### config.mk
export PLATFORM = sky130hd
export DESIGN_NAME = qcs_cfg
export DESIGN_NICKNAME = d
export VERILOG_FILES = /design/src/design/qcs_pkg.sv /design/src/design/qcs_cfg.sv
export SDC_FILE = /design/constraint.sdc
export NUM_CORES = 1
export LEC_CHECK = 0
export CAP_MARGIN = 0
export CELL_PAD_IN_SITES_DETAIL_PLACEMENT = 1
export CELL_PAD_IN_SITES_GLOBAL_PLACEMENT = 1
export CORE_MARGIN = 10
export CORE_UTILIZATION = 43
export DETAILED_ROUTE_END_ITERATION = 16
export DONT_BUFFER_PORTS = 1
export GPL_TIMING_DRIVEN = 1
export PLACE_DENSITY = 0.87
export SLEW_MARGIN = 5
export SYNTH_ARGS = -nofsm -noshare
export SYNTH_HDL_FRONTEND = slang
export SYNTH_SLANG_ARGS = --single-unit
### constraint.sdc
create_clock -name clk -period 2.3 [get_ports clk]
set_input_delay 0.69 -clock clk [delete_from_list [all_inputs] [get_ports clk]]
set_output_delay 0.69 -clock clk [all_outputs]
set_load 0.005 [all_outputs]
### src/design/qcs_pkg.sv
`timescale 1ns / 1ps
// ----------------------------------------------------------------------------
// qcs_pkg
// Shared types, widths and arithmetic helpers for the 1D quantum lattice
// Boltzmann collide-and-stream block.
// ----------------------------------------------------------------------------
package qcs_pkg;

    localparam int COMP_W     = 16;
    localparam int FRAC_W     = COMP_W - 2;
    localparam int PROD_W     = 2 * COMP_W;
    localparam int ACC_W      = PROD_W + 2;
    localparam int MAX_SITES  = 2048;
    localparam int MIN_SITES  = 3;
    localparam int INDEX_W    = 11;
    localparam int COUNT_W    = 12;
    localparam int APB_ADDR_W = 3;
    localparam int APB_DATA_W = 32;

    // register index, taken from paddr[2]
    localparam logic [0:0] REG_SITE_COUNT = 1'b0;

    localparam longint COMP_MAX = (longint'(1) <<< (COMP_W - 1)) - 1;
    localparam longint COMP_MIN = -(longint'(1) <<< (COMP_W - 1));
    localparam longint HALF_LSB = longint'(1) <<< (FRAC_W - 1);

    typedef logic signed [COMP_W-1:0] comp_t;
    typedef comp_t [3:0]              quad_t;   // 0: 1_re, 1: 1_im, 2: 2_re, 3: 2_im
    typedef logic signed [ACC_W-1:0]  acc_t;
    typedef logic [INDEX_W-1:0]       index_t;
    typedef logic [COUNT_W-1:0]       count_t;

    typedef struct packed {
        comp_t up1_re;
        comp_t up1_im;
        comp_t up2_re;
        comp_t up2_im;
        comp_t down1_re;
        comp_t down1_im;
        comp_t down2_re;
        comp_t down2_im;
        comp_t coef_a_re;
        comp_t coef_a_im;
        comp_t coef_b_re;
        comp_t coef_b_im;
    } in_item_t;

    typedef struct packed {
        index_t site_index;
        comp_t  new_up1_re;
        comp_t  new_up1_im;
        comp_t  new_up2_re;
        comp_t  new_up2_im;
        comp_t  new_down1_re;
        comp_t  new_down1_im;
        comp_t  new_down2_re;
        comp_t  new_down2_im;
        logic   sweep_end;
    } out_item_t;

    // exact product, sign-extended to accumulator width
    function automatic acc_t mul_ext(comp_t x, comp_t y);
        logic signed [PROD_W-1:0] p;
        p = x * y;
        return acc_t'(p);
    endfunction

    // round half up at the fraction point, then clip to the component range
    function automatic comp_t round_sat(acc_t sum);
        acc_t t;
        acc_t q;
        t = sum + acc_t'(HALF_LSB);
        q = t >>> FRAC_W;
        if (q > acc_t'(COMP_MAX))
            return comp_t'(COMP_MAX);
        else if (q < acc_t'(COMP_MIN))
            return comp_t'(COMP_MIN);
        else
            return comp_t'(q[COMP_W-1:0]);
    endfunction

endpackage

### src/design/qcs_cfg.sv
`timescale 1ns / 1ps
// ----------------------------------------------------------------------------
// qcs_cfg
// APB register port holding the site count of one periodic sweep.
// ----------------------------------------------------------------------------
module qcs_cfg (
    input  logic                           clk,
    input  logic                           rst_n,
    input  logic                           psel,
    input  logic                           penable,
    input  logic                           pwrite,
    input  logic [qcs_pkg::APB_ADDR_W-1:0] paddr,
    input  logic [qcs_pkg::APB_DATA_W-1:0] pwdata,
    output logic [qcs_pkg::APB_DATA_W-1:0] prdata,
    output logic                           pready,
    output qcs_pkg::count_t                site_count
);
    import qcs_pkg::*;

    count_t site_count_reg;
    count_t site_count_next;
    logic   wr_hit;

    assign pready = 1'b1;
    assign wr_hit = psel && penable && pwrite && (paddr[2] == REG_SITE_COUNT);

    always_comb
    begin
        site_count_next = site_count_reg;
        if (wr_hit)
        begin
            site_count_next = pwdata[COUNT_W-1:0];
        end
    end

    always_ff @(posedge clk or negedge rst_n)
    begin
        if (!rst_n)
        begin
            site_count_reg <= count_t'(MAX_SITES);
        end
        else
        begin
            site_count_reg <= site_count_next;
        end
    end

    always_comb
    begin
        prdata = '0;
        if (paddr[2] == REG_SITE_COUNT)
        begin
            prdata = APB_DATA_W'(site_count_reg);
        end
    end

    assign site_count = site_count_reg;

endmodule

==> results.cfg, run 1 <==
[synth]
synth_top_area_cell = dfrtp_1
synth.distinct_cells = 11
netlist_instances = 62
ys_seq_area_share_pct = 39.9
synthMostInstantiatedCell = buf_4
synth_top_family_by_area = multiplexers
synthFlopType = dfrtp_1
synth_area_leaders = dfrtp_1 36%, buf_4 21%, mux2_4 20%, nor2b_1 8.3%, dfstp_2 3.5%
synth_xor_area_share_pct = 0
yosysWarnings = 0
yosys_register_bits = 12
synth-simple-area-share_pct = 13.4
netlist.area_leader.share_pct = 36.4
synth_area_um2 = 756
synthMuxAreaShare_pct = 22.8
synth_commonest_cells = 21 x buf_4, 11 x dfrtp_1, 10 x mux2_4, 10 x nor2b_1
synth_compound_area_share_pct = 0
synthAdderAreaFrac_pct = 0
avgSynthCellArea_um2 = 12.2
ys_async_sr_fraction_pct = 100
synth_edf_count = 0

[die]
row_count = 15
pin_count = 85
die-width_um = 61.9
core_area_mm2 = 0.00169
fp.dieH_um = 61.9
start_util_pct = 44.7
dieArea_mm2 = 0.00383

[critical_path]
crit_path_end_kind = output port
worst-endpoint-arrival_ps = 950
path_cells = and2b_1
crit_path_top_delay_cell = dfstp_2
path_class = reg -> out
path_max_fanout = 3
max_stage_delay_ps = 550
r2r-end = site_count[1]
cp-start-kind = flop
rr_worst_depth = 1
crit_buf_inv = 0
r2r_slack_ps = 1500
reg2reg_from = site_count[1]
crit_required_ps = 1610
path_delay_family = flip-flops

[route]
drtPass1Iterations = 3
drtIter0Drc = 18
antenna_left = 0
drt-vias-per-instance = 4.72
wl_mm = 1.69
routedWlPerCell_um = 21.4
dr_total_vias = 373
drcViolationCount = 0

[clock_tree]
post_cts_buffers = 0
cts_htree_levels = 1
cts.path.max_buffers = 2
cts_resized = 0
cts_tree = built
ctsHoldBuffers = 0
cts_made_buffers = 3
clock-sinks = 12
ctsRootBufferMaster = clkbuf_4
cts.clk_slew.worst_paths_ps = 80
clock_latency_ps = 270

[layout]
num-nets-final = 103
largest_reg_flops = 12
diodes = 0
drive_gt1_share_pct = 27.4
area_growth_pct = -7.12

[pwr]
p_leak_uw = 0.000377
p_per_area_mw_per_mm2 = 791
irDropWorstVdd_uv = 226

[place]
dpl_worst_slack_ps = 727
gp_congestion = 0.540
portBuffers = 0

[timing]
period_needed_ps = 1640
final.setup_skew_ps = 0
setup_viol = 0
setup_ws_ps = 664
rsz0062_at_grt = false
drv_slew = 0
tns_ps = 0
finalCritPeriodShare_pct = 71.1
finalHoldViolations = 0
fmax_mhz = 611
hold_slack_ps = 106

[global_route]
grt_pass1_vias = 445
grt_usage_pct = 8.01
grt_overflow = 0
antenna_found_initial = 0
grt_max_degree = 14
grt_pass1_wl_mm = 2.27

[outcome]
status = completed

[run]
max-cap-violations = 0

[min_path]
hp-class = in -> async
area by class of cell:
type	count	area (µm²)
clock buffer	4	26.3
sequential	12	302
fill	187	987
tap	17	21.3
multi-input combinational	46	353
placed cells by master, fill, tap and decap left out:
cell type and n:
clkbuf_1 1, nor2b_1 10, nand4b_4 1, clkbuf_4 3, mux2_2 2, conb_1 21, and2b_1 2, mux2_4 10
dfrtp_1 11, dfstp_2 1
worst max-delay path by stage:
stage / startpoint / to / slack [ps] / cells after the start
floorplan: paddr[2] / prdata[0] / 580 / 2
global placement: paddr[2] / prdata[11] / 720 / 1
detailed placement: paddr[2] / prdata[11] / 730 / 1
CTS: site_count[11] / prdata[11] / 640 / 1
global route: site_count[11] / prdata[11] / 610 / 1
finish: site_count[11] / prdata[11] / 660 / 1
cells by family (layout without fill, tap and decap cells):
family                 after synthesis  in the layout
buffers and inverters               23              4
DFF                                 12             12
muxes                               12             12
other                                2             21
and+or+nand+nor                     13             13
metal layers:
| layer | vias up | part of all wire (%) | track usage [%] |
|---|---|---|---|
| li1 | 155 | - | - |
| met1 | 178 | 33 | 6.66 |
| met2 | 38 | 47 | 13.8 |
| met3 | 2 | 19 | 5.49 |
| met4 | 0 | 1.6 | 4.78 |
| met5 | - | 0 | 0 |
stage by stage:
stage          utilization (%)  std cells  power, µW  instance area (µm²)
3_5_place_dp              40.0         75        429                  676
2_1_floorplan                -         81        430                  827
3_3_place_gp              40.0         75        424                  676
6_report                  41.6         79        555                  702
5_1_grt                   41.6         79        598                  702
4_1_cts                   41.6         79        564                  702
power by group:
| group | leakage [µW] | switching (µW) | internal (µW) |
|---|---|---|---|
| Combinational | 0.000220 | 38.5 | 75.2 |
| Clock | 0.0000150 | 64.8 | 67.0 |
| Sequential | 0.000143 | 49.2 | 261 |
| Total | 0.000377 | 152 | 403 |
Note: power is estimated with default switching activity, not from simulation.
==> inputs of run 2 (changes only) <==
--- a/config.mk
+++ b/config.mk
@@ -9,11 +9,11 @@
 export CELL_PAD_IN_SITES_DETAIL_PLACEMENT = 1
 export CELL_PAD_IN_SITES_GLOBAL_PLACEMENT = 1
 export CORE_MARGIN = 10
-export CORE_UTILIZATION = 43
+export CORE_UTILIZATION = 40
 export DETAILED_ROUTE_END_ITERATION = 16
 export DONT_BUFFER_PORTS = 1
 export GPL_TIMING_DRIVEN = 1
-export PLACE_DENSITY = 0.87
+export PLACE_DENSITY = 0.82
 export SLEW_MARGIN = 5
 export SYNTH_ARGS = -nofsm -noshare
 export SYNTH_HDL_FRONTEND = slang
==> constraint.sdc (replaced) <==
create_clock -name clk -period 1.65 [get_ports clk]
set_input_delay 0.495 -clock clk [delete_from_list [all_inputs] [get_ports clk]]
set_output_delay 0.495 -clock clk [all_outputs]
set_load 0.005 [all_outputs]
==> run 2 against run 1 <==
Net effect: combinational power is 46% higher; worst hold slack worse by 41 ps; first-iteration DRC count fell by 5.6%; count of clock-buffer cells in the layout unchanged; setup slack got worse by 470 ps; register-to-register slack got worse by 660 ps; non-clock buffer count rose by 1; highest routed layer unchanged; final area rose by 4.3%; clock skew unchanged; sequential share of layout area fell by 1.8 points; clock power up 72%; largest cell class unchanged.
==> results.cfg, run 2 (same netlist as run 1, synthesis figures left out) <==
[critical_path]
r2r-end = site_count[9]
rr_worst_depth = 1
endpoint = prdata[11]
max_stage_delay_ps = 550
path_class = reg -> out
worst-endpoint-arrival_ps = 960
cp-startpoint = site_count[11]
path_cells = and2b_1
crit_required_ps = 1150
path_max_fanout = 3
path_delay_family = flip-flops
cp-start-kind = flop
cp.depth = 1
r2r_slack_ps = 840
crit_path_end_kind = output port
crit_path_top_delay_cell = dfstp_2
reg2reg_from = site_count[9]
crit_buf_inv = 0

[clock_tree]
clock_latency_ps = 260
cts.clk_slew.worst_paths_ps = 70
cts_tree = built
ctsRootBufferMaster = clkbuf_4
cts_made_buffers = 3
clock-sinks = 12
cts.path.max_buffers = 2
post_cts_buffers = 0
cts_htree_levels = 1

[route]
dr_wl_met2_um = 810
antenna_left = 0
drtIter0Drc = 17
met1Wirelength_um = 639
wl_met3_um = 315
routedWlPerCell_um = 20.2
drcViolationCount = 0
dr_total_vias = 371
maxUsedRoutingLayer = met4
drt-vias-per-instance = 4.22
drtPass1Iterations = 2
wl_mm = 1.78

[place]
hpwl_mm = 1.50
portBuffers = 0
gp_congestion = 0.630

[die]
die-width_um = 63.5
row_count = 15
start_util_pct = 42.8
pin_count = 85
dieArea_mm2 = 0.00403
core_area_mm2 = 0.00176
fp.dieH_um = 63.5

[layout]
final_common_cell = conb_1
diodes = 0
final_cell_mix = 21 x conb_1, 11 x dfrtp_1, 10 x nor2b_1, 10 x mux2_4, 3 x clkbuf_4
area_growth_pct = -3.15
fill_cells = 220
largest_reg_flops = 12
drive_gt1_share_pct = 28.6
num-nets-final = 104

[outcome]
status = completed

[global_route]
grt_pass1_vias = 464
grt_usage_pct = 8.63
grt_overflow = 0
grt_pass1_wl_mm = 2.70
grt_max_degree = 14
antenna_found_initial = 0

[timing]
period_needed_ps = 1450
setup_viol = 0
maxSlewHeadroom_pct = 65.0
fmax_mhz = 689
drv_slew = 0
tns_ps = 0
final.setup_skew_ps = 0
max_slew.worst_pin.slew_ps = 523
rsz0062_at_grt = false
finalCritPeriodShare_pct = 88.0
finalHoldViolations = 0

[pwr]
irDropWorstVdd_uv = 405
p_total_uw = 825
p_per_area_mw_per_mm2 = 1130
p_leak_uw = 0.000388

[run]
max-cap-violations = 0

[min_path]
hp-class = in -> async
[run 2: what timing repair did]
item	CTS	global route
endpoints found under the hold margin	11	0
gates resized for setup	0	0
hold buffers	1	0
[run 2: final cells by class]
type	count	area, µm²	share of cell area (%)
clock buffer	4	36.3	4.96
multi-input combinational	46	353	48.2
sequential	12	302	41.2
tap	25	31.3	4.27
timing repair buffer	1	10.0	1.37
[run 2: worst min-delay path by stage]
| stage | cells past startpoint | slack, ps | startpoint | to |
|---|---|---|---|---|
| finish | 0 | 70 | rst_n | site_count[11] |
| global route | 0 | 40 | rst_n | site_count[11] |
| CTS | 0 | 50 | rst_n | site_count[11] |
| detailed placement | 0 | 200 | rst_n | site_count[9] |
| global placement | 0 | 200 | rst_n | site_count[9] |
| floorplan | 0 | 200 | rst_n | site_count[0] |
[run 2: metrics by stage]
stage | setup WS, ps | hold slack [ps] | utilization, % | area (µm²) | cells
global route | 146 | 44.8 | 41.5 | 732 | 88
finish | 198 | 65.8 | 41.5 | 732 | 88
detailed placement | 277 | 200 | 38.9 | 686 | 83
floorplan | 322 | 199 | - | 827 | 81
global placement | 301 | 200 | 38.9 | 686 | 83
CTS | 172 | 51.2 | 41.5 | 732 | 88
[run 2: metal layers]
metal	vias up	global-route usage (%)
met4	0	4.10
met5	-	0
met3	2	7.42
li1	155	-
met1	176	8.45
met2	38	12.6
[run 2: where the power goes]
group          switching [µW]  internal, µW
Sequential               67.9           363
Combinational            60.7           107
Clock                    92.9           134
