**src/design/qcs_pkg.sv**
```systemverilog
`timescale 1ns / 1ps
// ----------------------------------------------------------------------------
// qcs_pkg
// Shared types, widths and arithmetic helpers for the 1D quantum lattice
// Boltzmann collide-and-stream block.
// ----------------------------------------------------------------------------
package qcs_pkg;

    localparam int COMP_W     = 16;
    localparam int FRAC_W     = COMP_W - 2;
    localparam int PROD_W     = 2 * COMP_W;
    localparam int ACC_W      = PROD_W + 2;
    localparam int MAX_SITES  = 2048;
    localparam int MIN_SITES  = 3;
    localparam int INDEX_W    = 11;
    localparam int COUNT_W    = 12;
    localparam int APB_ADDR_W = 3;
    localparam int APB_DATA_W = 32;

    // register index, taken from paddr[2]
    localparam logic [0:0] REG_SITE_COUNT = 1'b0;

    localparam longint COMP_MAX = (longint'(1) <<< (COMP_W - 1)) - 1;
    localparam longint COMP_MIN = -(longint'(1) <<< (COMP_W - 1));
    localparam longint HALF_LSB = longint'(1) <<< (FRAC_W - 1);

    typedef logic signed [COMP_W-1:0] comp_t;
    typedef comp_t [3:0]              quad_t;   // 0: 1_re, 1: 1_im, 2: 2_re, 3: 2_im
    typedef logic signed [ACC_W-1:0]  acc_t;
    typedef logic [INDEX_W-1:0]       index_t;
    typedef logic [COUNT_W-1:0]       count_t;

    typedef struct packed {
        comp_t up1_re;
        comp_t up1_im;
        comp_t up2_re;
        comp_t up2_im;
        comp_t down1_re;
        comp_t down1_im;
        comp_t down2_re;
        comp_t down2_im;
        comp_t coef_a_re;
        comp_t coef_a_im;
        comp_t coef_b_re;
        comp_t coef_b_im;
    } in_item_t;

    typedef struct packed {
        index_t site_index;
        comp_t  new_up1_re;
        comp_t  new_up1_im;
        comp_t  new_up2_re;
        comp_t  new_up2_im;
        comp_t  new_down1_re;
        comp_t  new_down1_im;
        comp_t  new_down2_re;
        comp_t  new_down2_im;
        logic   sweep_end;
    } out_item_t;

    // exact product, sign-extended to accumulator width
    function automatic acc_t mul_ext(comp_t x, comp_t y);
        logic signed [PROD_W-1:0] p;
        p = x * y;
        return acc_t'(p);
    endfunction

    // round half up at the fraction point, then clip to the component range
    function automatic comp_t round_sat(acc_t sum);
        acc_t t;
        acc_t q;
        t = sum + acc_t'(HALF_LSB);
        q = t >>> FRAC_W;
        if (q > acc_t'(COMP_MAX))
            return comp_t'(COMP_MAX);
        else if (q < acc_t'(COMP_MIN))
            return comp_t'(COMP_MIN);
        else
            return comp_t'(q[COMP_W-1:0]);
    endfunction

endpackage

```
**src/design/qcs_if.sv**
```systemverilog
`timescale 1ns / 1ps
// ----------------------------------------------------------------------------
// qcs_if
// Valid/ready stream channels: one for input sites, one for result sites.
// ----------------------------------------------------------------------------
interface qcs_in_if;
    logic               valid;
    logic               ready;
    qcs_pkg::in_item_t  data;

    modport source (output valid, output data, input ready);
    modport sink   (input valid, input data, output ready);
endinterface

interface qcs_out_if;
    logic               valid;
    logic               ready;
    qcs_pkg::out_item_t data;

    modport source (output valid, output data, input ready);
    modport sink   (input valid, input data, output ready);
endinterface

```
**src/design/qcs_stream.sv**
```systemverilog
`timescale 1ns / 1ps
// ----------------------------------------------------------------------------
// qcs_stream
// Input register, sweep state and a three-entry result buffer. Streams the
// collided spinors: u' one site right, d' one site left, periodic wrap.
// ----------------------------------------------------------------------------
module qcs_stream (
    input  logic              clk,
    input  logic              rst_n,
    qcs_in_if.sink            sites,
    qcs_out_if.source         results,
    input  qcs_pkg::count_t   site_count,
    output qcs_pkg::in_item_t work_item,
    input  qcs_pkg::quad_t    new_up,
    input  qcs_pkg::quad_t    new_down
);
    import qcs_pkg::*;

    function automatic out_item_t make_result(index_t idx, quad_t up, quad_t dn, logic last);
        out_item_t r;
        r.site_index   = idx;
        r.new_up1_re   = up[0];
        r.new_up1_im   = up[1];
        r.new_up2_re   = up[2];
        r.new_up2_im   = up[3];
        r.new_down1_re = dn[0];
        r.new_down1_im = dn[1];
        r.new_down2_re = dn[2];
        r.new_down2_im = dn[3];
        r.sweep_end    = last;
        return r;
    endfunction

    in_item_t  item_reg;
    logic      item_valid_reg;
    logic      item_valid_next;
    index_t    counter_reg;
    index_t    counter_next;
    quad_t     up_hist0_reg;
    quad_t     up_hist1_reg;
    quad_t     first_down_reg;
    quad_t     second_down_reg;
    out_item_t slot_reg [3];
    logic [1:0] slot_cnt_reg;
    logic [1:0] slot_cnt_next;

    count_t    n_sites;
    logic      pop;
    logic      fire;
    logic      accept;
    logic      is_first;
    logic      is_second;
    logic      is_last;

    always_comb
    begin
        if (site_count < count_t'(MIN_SITES))
            n_sites = count_t'(MIN_SITES);
        else if (site_count > count_t'(MAX_SITES))
            n_sites = count_t'(MAX_SITES);
        else
            n_sites = site_count;
    end

    assign pop       = results.valid && results.ready;
    // advance the work register only once the buffer is empty or its last beat is leaving
    assign fire      = item_valid_reg &&
                       ((slot_cnt_reg == 2'd0) || ((slot_cnt_reg == 2'd1) && pop));
    assign sites.ready = !item_valid_reg || fire;
    assign accept    = sites.valid && sites.ready;
    assign work_item = item_reg;

    assign is_first  = (counter_reg == index_t'(0));
    assign is_second = (counter_reg == index_t'(1));
    assign is_last   = !is_first && !is_second &&
                       ({1'b0, counter_reg} >= (n_sites - count_t'(1)));

    always_comb
    begin
        item_valid_next = item_valid_reg;
        if (accept)
            item_valid_next = 1'b1;
        else if (fire)
            item_valid_next = 1'b0;

        counter_next  = counter_reg;
        slot_cnt_next = slot_cnt_reg;
        if (fire)
        begin
            if (is_last)
            begin
                counter_next  = index_t'(0);
                slot_cnt_next = 2'd3;
            end
            else
            begin
                counter_next  = counter_reg + index_t'(1);
                slot_cnt_next = (is_first || is_second) ? 2'd0 : 2'd1;
            end
        end
        else if (pop)
        begin
            slot_cnt_next = slot_cnt_reg - 2'd1;
        end
    end

    always_ff @(posedge clk or negedge rst_n)
    begin
        if (!rst_n)
        begin
            item_valid_reg  <= 1'b0;
            counter_reg     <= '0;
            slot_cnt_reg    <= '0;
            up_hist0_reg    <= '0;
            up_hist1_reg    <= '0;
            first_down_reg  <= '0;
            second_down_reg <= '0;
        end
        else
        begin
            item_valid_reg <= item_valid_next;
            counter_reg    <= counter_next;
            slot_cnt_reg   <= slot_cnt_next;
            if (fire)
            begin
                up_hist1_reg <= up_hist0_reg;
                up_hist0_reg <= new_up;
                if (is_first)
                    first_down_reg <= new_down;
                if (is_second)
                    second_down_reg <= new_down;
            end
        end
    end

    always_ff @(posedge clk)
    begin
        if (accept)
        begin
            item_reg <= sites.data;
        end
        if (fire)
        begin
            slot_reg[0] <= make_result(counter_reg - index_t'(1), up_hist1_reg, new_down, 1'b0);
            slot_reg[1] <= make_result(counter_reg, up_hist0_reg, first_down_reg, 1'b0);
            slot_reg[2] <= make_result(index_t'(0), new_up, second_down_reg, 1'b1);
        end
        else if (pop)
        begin
            // drop the head beat, shift the rest down
            slot_reg[0] <= slot_reg[1];
            slot_reg[1] <= slot_reg[2];
        end
    end

    assign results.valid = (slot_cnt_reg != 2'd0);
    assign results.data  = slot_reg[0];

endmodule

```
**src/flat_wrapper.sv**
```systemverilog
// flat-port wrapper written by rule: the top's interface ports become plain ports
module qcs_stream_flat import qcs_pkg::*;
  (clk, rst_n, site_count, work_item, new_up, new_down, sites_valid, sites_data, sites_ready, results_valid, results_data, results_ready);
  qcs_in_if sites_i ();
  qcs_out_if results_i ();
  input  logic clk;
  input  logic rst_n;
  input  qcs_pkg::count_t site_count;
  output qcs_pkg::in_item_t work_item;
  input  qcs_pkg::quad_t new_up;
  input  qcs_pkg::quad_t new_down;
  input wire logic [$bits(sites_i.valid)-1:0] sites_valid;
  input wire logic [$bits(sites_i.data)-1:0] sites_data;
  output wire logic [$bits(sites_i.ready)-1:0] sites_ready;
  output wire logic [$bits(results_i.valid)-1:0] results_valid;
  output wire logic [$bits(results_i.data)-1:0] results_data;
  input wire logic [$bits(results_i.ready)-1:0] results_ready;
  assign sites_i.valid = sites_valid;
  assign sites_i.data = sites_data;
  assign sites_ready = sites_i.ready;
  assign results_valid = results_i.valid;
  assign results_data = results_i.data;
  assign results_i.ready = results_ready;
  qcs_stream u_core (.clk(clk), .rst_n(rst_n), .sites(sites_i), .results(results_i), .site_count(site_count), .work_item(work_item), .new_up(new_up), .new_down(new_down));
endmodule
```
**config.mk**
```make
export PLATFORM = sky130hd
export DESIGN_NAME = qcs_stream_flat
export DESIGN_NICKNAME = d
export VERILOG_FILES = /design/src/design/qcs_pkg.sv /design/src/design/qcs_if.sv /design/src/design/qcs_stream.sv /design/src/flat_wrapper.sv
export SDC_FILE = /design/constraint.sdc
export NUM_CORES = 1
export LEC_CHECK = 0
export BUFFER_PORTS_ARGS = -buffer_cell sky130_fd_sc_hd__buf_2
export CORE_MARGIN = 2
export CORE_UTILIZATION = 34
export DETAILED_ROUTE_END_ITERATION = 8
export SYNTH_ARGS = -nofsm -noshare
export SYNTH_HDL_FRONTEND = slang
export SYNTH_SLANG_ARGS = --single-unit
```
**constraint.sdc**
```tcl
create_clock -name clk -period 9 [get_ports clk]
set_input_delay 0.9 -clock clk [delete_from_list [all_inputs] [get_ports clk]]
set_output_delay 0.9 -clock clk [all_outputs]
set_load 0.05 [all_outputs]
```
==> results.yml <==
power_and_ir_drop:
  power.total_mw: 17.0
  power.density_mw_per_mm2: 422
  p_comb_share_pct: 33.5
  internal-power_mw: 10.3
  ir_worst_vdd_mv: 0.226
  power_leakage_nw: 17.8
  switching_share_pct: 39.5
  clkPwrFrac_pct: 23.4
  p_sw_mw: 6.71
  seqPwrFrac_pct: 43.1
sta:
  period_minus_slack_ns: 3.97
  report.final.slew_viol_count: 0
  rsz0062_at_grt: "false"
  hold_violations: 0
  setup-tns-final_ns: 0
  fin_hold_ws_ns: 0.298
  relSlewSlack_pct: 25.2
  fin_worst_skew_ns: 0.0188
  max_freq_ghz: 0.252
  worstMarginPinSlew_ns: 1.12
  finalCritPeriodShare_pct: 44.1
  setup_viol: 0
synth:
  seq_area_frac_synth_pct: 74.2
  synth.most_common_cell: "nand2_1"
  syn_avg_cell_area_um2: 12.8
  synth_area_mm2: 0.0334
  ys.flop_type: "edfxtp_1"
  synth_cell_types: 52
  synthCells: 2612
  async_reset_ff_share_pct: 31.0
  synth_edf_count: 600
  ys_top_cells_by_area: "edfxtp_1, dfrtp_1, nand2_1"
  syn_nets: 2965
  yosys_warnings: 0
  yosysTopAreaCellShare_pct: 54.0
  yosys.area.top_type: "edfxtp_1"
  ys_ff_latch: 870
  synth_common_cells: "nand2_1, edfxtp_1, dfrtp_1, buf_4, mux2_2"
die:
  row_count: 114
  io_pins: 670
  die_w_um: 317
  core-area_mm2: 0.0970
  die_h_um: 317
  start_util_pct: 34.4
  die_area_mm2: 0.101
grt:
  grt_max_degree: 172
  grt-ovfl-total: 0
  gr-usage-all-layers_pct: 18.8
  grt_pass1_wl_um: 137000
  grt_pass1_vias: 19765
  antenna_found_initial: 19
clock_network:
  cts_buffers: 93
  cts_max_level: 3
  cts_tree: "yes"
  clock_path_buffers: 3
  hold_buffers: 0
  ctsResizeCount: 0
  post_cts_buffers: 0
  cts-root-buf: "clkbuf_16"
  clk_pin_slew_ns: 0.06
  cts_sinks: 870
  clock_latency_ns: 0.67
worst_setup_path:
  reg2regPathDepth: 9
  reg2reg_setup_slack_ns: 5.30
  crit_required_ns: 9.56
  end_kind: "flip-flop"
  critPathSlowestCell: "nor4_1"
  cp-start-kind: "primary input"
  path_class: "primary input to flip-flop"
  r2r-start: "u_core.slot_cnt_reg[0]"
  cp_max_fo: 9
  cp_cell_sequence: "buf_2 > nor4_1 > and3_1 > o21bai_1 > ha_1 > o21ai_1 > nor2_1 > a31oi_1 > o21ai_0 > ha_1 > nor3_1 > o211ai_1 > a41oi_2 > nor2_1 > o31ai_1"
  rr_endpoint: "u_core.slot_reg[0][23]"
  crit_arrival_ns: 4.53
  cpPeakStageDelay_ns: 0.62
final_layout:
  syn2layout_area_growth_pct: 20.5
  fin_nets: 3495
  drive_gt1_share_pct: 29.6
  final_cells: 4502
  multi_input_area_mm2: 0.00709
  nFillCells: 9197
  seq_area_mm2: 0.0248
  largest_reg_flops: 408
placed_design:
  placed_cells: 4323
  gp_congestion: 0.925
  io_buffers: 669
  hpwlAfterDp_um: 65600
route:
  ant_nets: 0
  routed_wl_um: 98100
  vias: 20762
  vias_per_cell: 4.61
  drtIter0Drc: 1711
  wl_per_cell_um: 21.8
  drc_errors: 0
  drtPass1Iterations: 5
min_path:
  hold_class: "primary input to async pin"
flow_run:
  cap_violations: 0
status:
  outcome: "completed"
## cells by family after synthesis
family                     Yosys count  synth area share (%)
muxes                              130                  4.38
DFF                                870                  74.2
xor gates and xnor gates            11                 0.289
AOI/OAI and AO/OA                   55                  1.10
adders and majority gates           17                 0.637
buffers and inverters              261                  4.67
and+or+nand+nor                   1268                  14.7
## stage by stage
| stage | util, % | worst slack, ns | cell area, µm² |
|---|---|---|---|
| floorplan | - | 1.53 | 33400 |
| global placement | 38.2 | 4.45 | 37100 |
| detailed placement | 38.2 | 4.44 | 37100 |
| CTS | 41.5 | 5.14 | 40200 |
| global route | 41.5 | 4.72 | 40200 |
| finish | 41.5 | 5.03 | 40200 |
## power groups by stage
stage / logic [mW] / registers [mW] / clock network (mW)
floorplan: 3.93 / 8.03 / 0
global placement: 5.72 / 7.34 / 0
detailed placement: 5.78 / 7.37 / 0
CTS: 5.80 / 7.31 / 4.09
global route: 6.18 / 7.49 / 4.24
finish: 5.69 / 7.32 / 3.98
## critical path: cells and delay by family
kind | cells | cell delay (ns)
AO/OA/AOI/OAI | 7 | 1.59
AND/OR/NAND/NOR | 5 | 1.41
adder cells (fa/ha/maj) | 2 | 0.49
buffers and inverters | 1 | 0.13
## per-layer routing
layer	part of all wire [%]	wire length [µm]	GRT usage (%)	vias to the layer above
li1	-	-	-	9682
met1	37	36600	21.4	10164
met2	48	47500	31.5	681
met3	7.3	7210	5.27	211
met4	6.8	6630	11.1	24
met5	0.16	155	0	-
## cell usage in the layout (no fill, tap or decap), drive strengths merged, types with 6 or more instances in the layout
| cell | n |
|---|---|
| nand2 | 1186 |
| buf | 687 |
| edfxtp | 600 |
| dfrtp | 270 |
| clkbuf | 136 |
| mux2 | 128 |
| nor2 | 29 |
| o21ai | 19 |
| clkinv | 19 |
| ha | 17 |
| inv | 13 |
| bufinv | 12 |
| and2 | 10 |
| nor4 | 9 |
| o211ai | 8 |
| xnor2 | 8 |
| nand3 | 7 |
| nor3 | 6 |
## worst max path at each step
stage,startpoint,end
floorplan,results_ready,u_core.slot_cnt_reg[1]
global placement,site_count[7],u_core.counter_reg[8]
detailed placement,site_count[7],u_core.counter_reg[3]
CTS,site_count[7],u_core.counter_reg[7]
global route,site_count[7],u_core.counter_reg[8]
finish,site_count[7],u_core.counter_reg[7]
## layout make-up
class | count | share of cell area [%]
clock buffer | 136 | 6.51
clock inverter | 38 | 1.40
timing repair buffer | 687 | 8.77
multi-input combinational | 1481 | 17.6
sequential | 870 | 61.6
antenna | 5 | 0.0311
tap | 1276 | 3.97
inverter | 9 | 0.140
No activity file was read; power rests on OpenSTA's default activity.
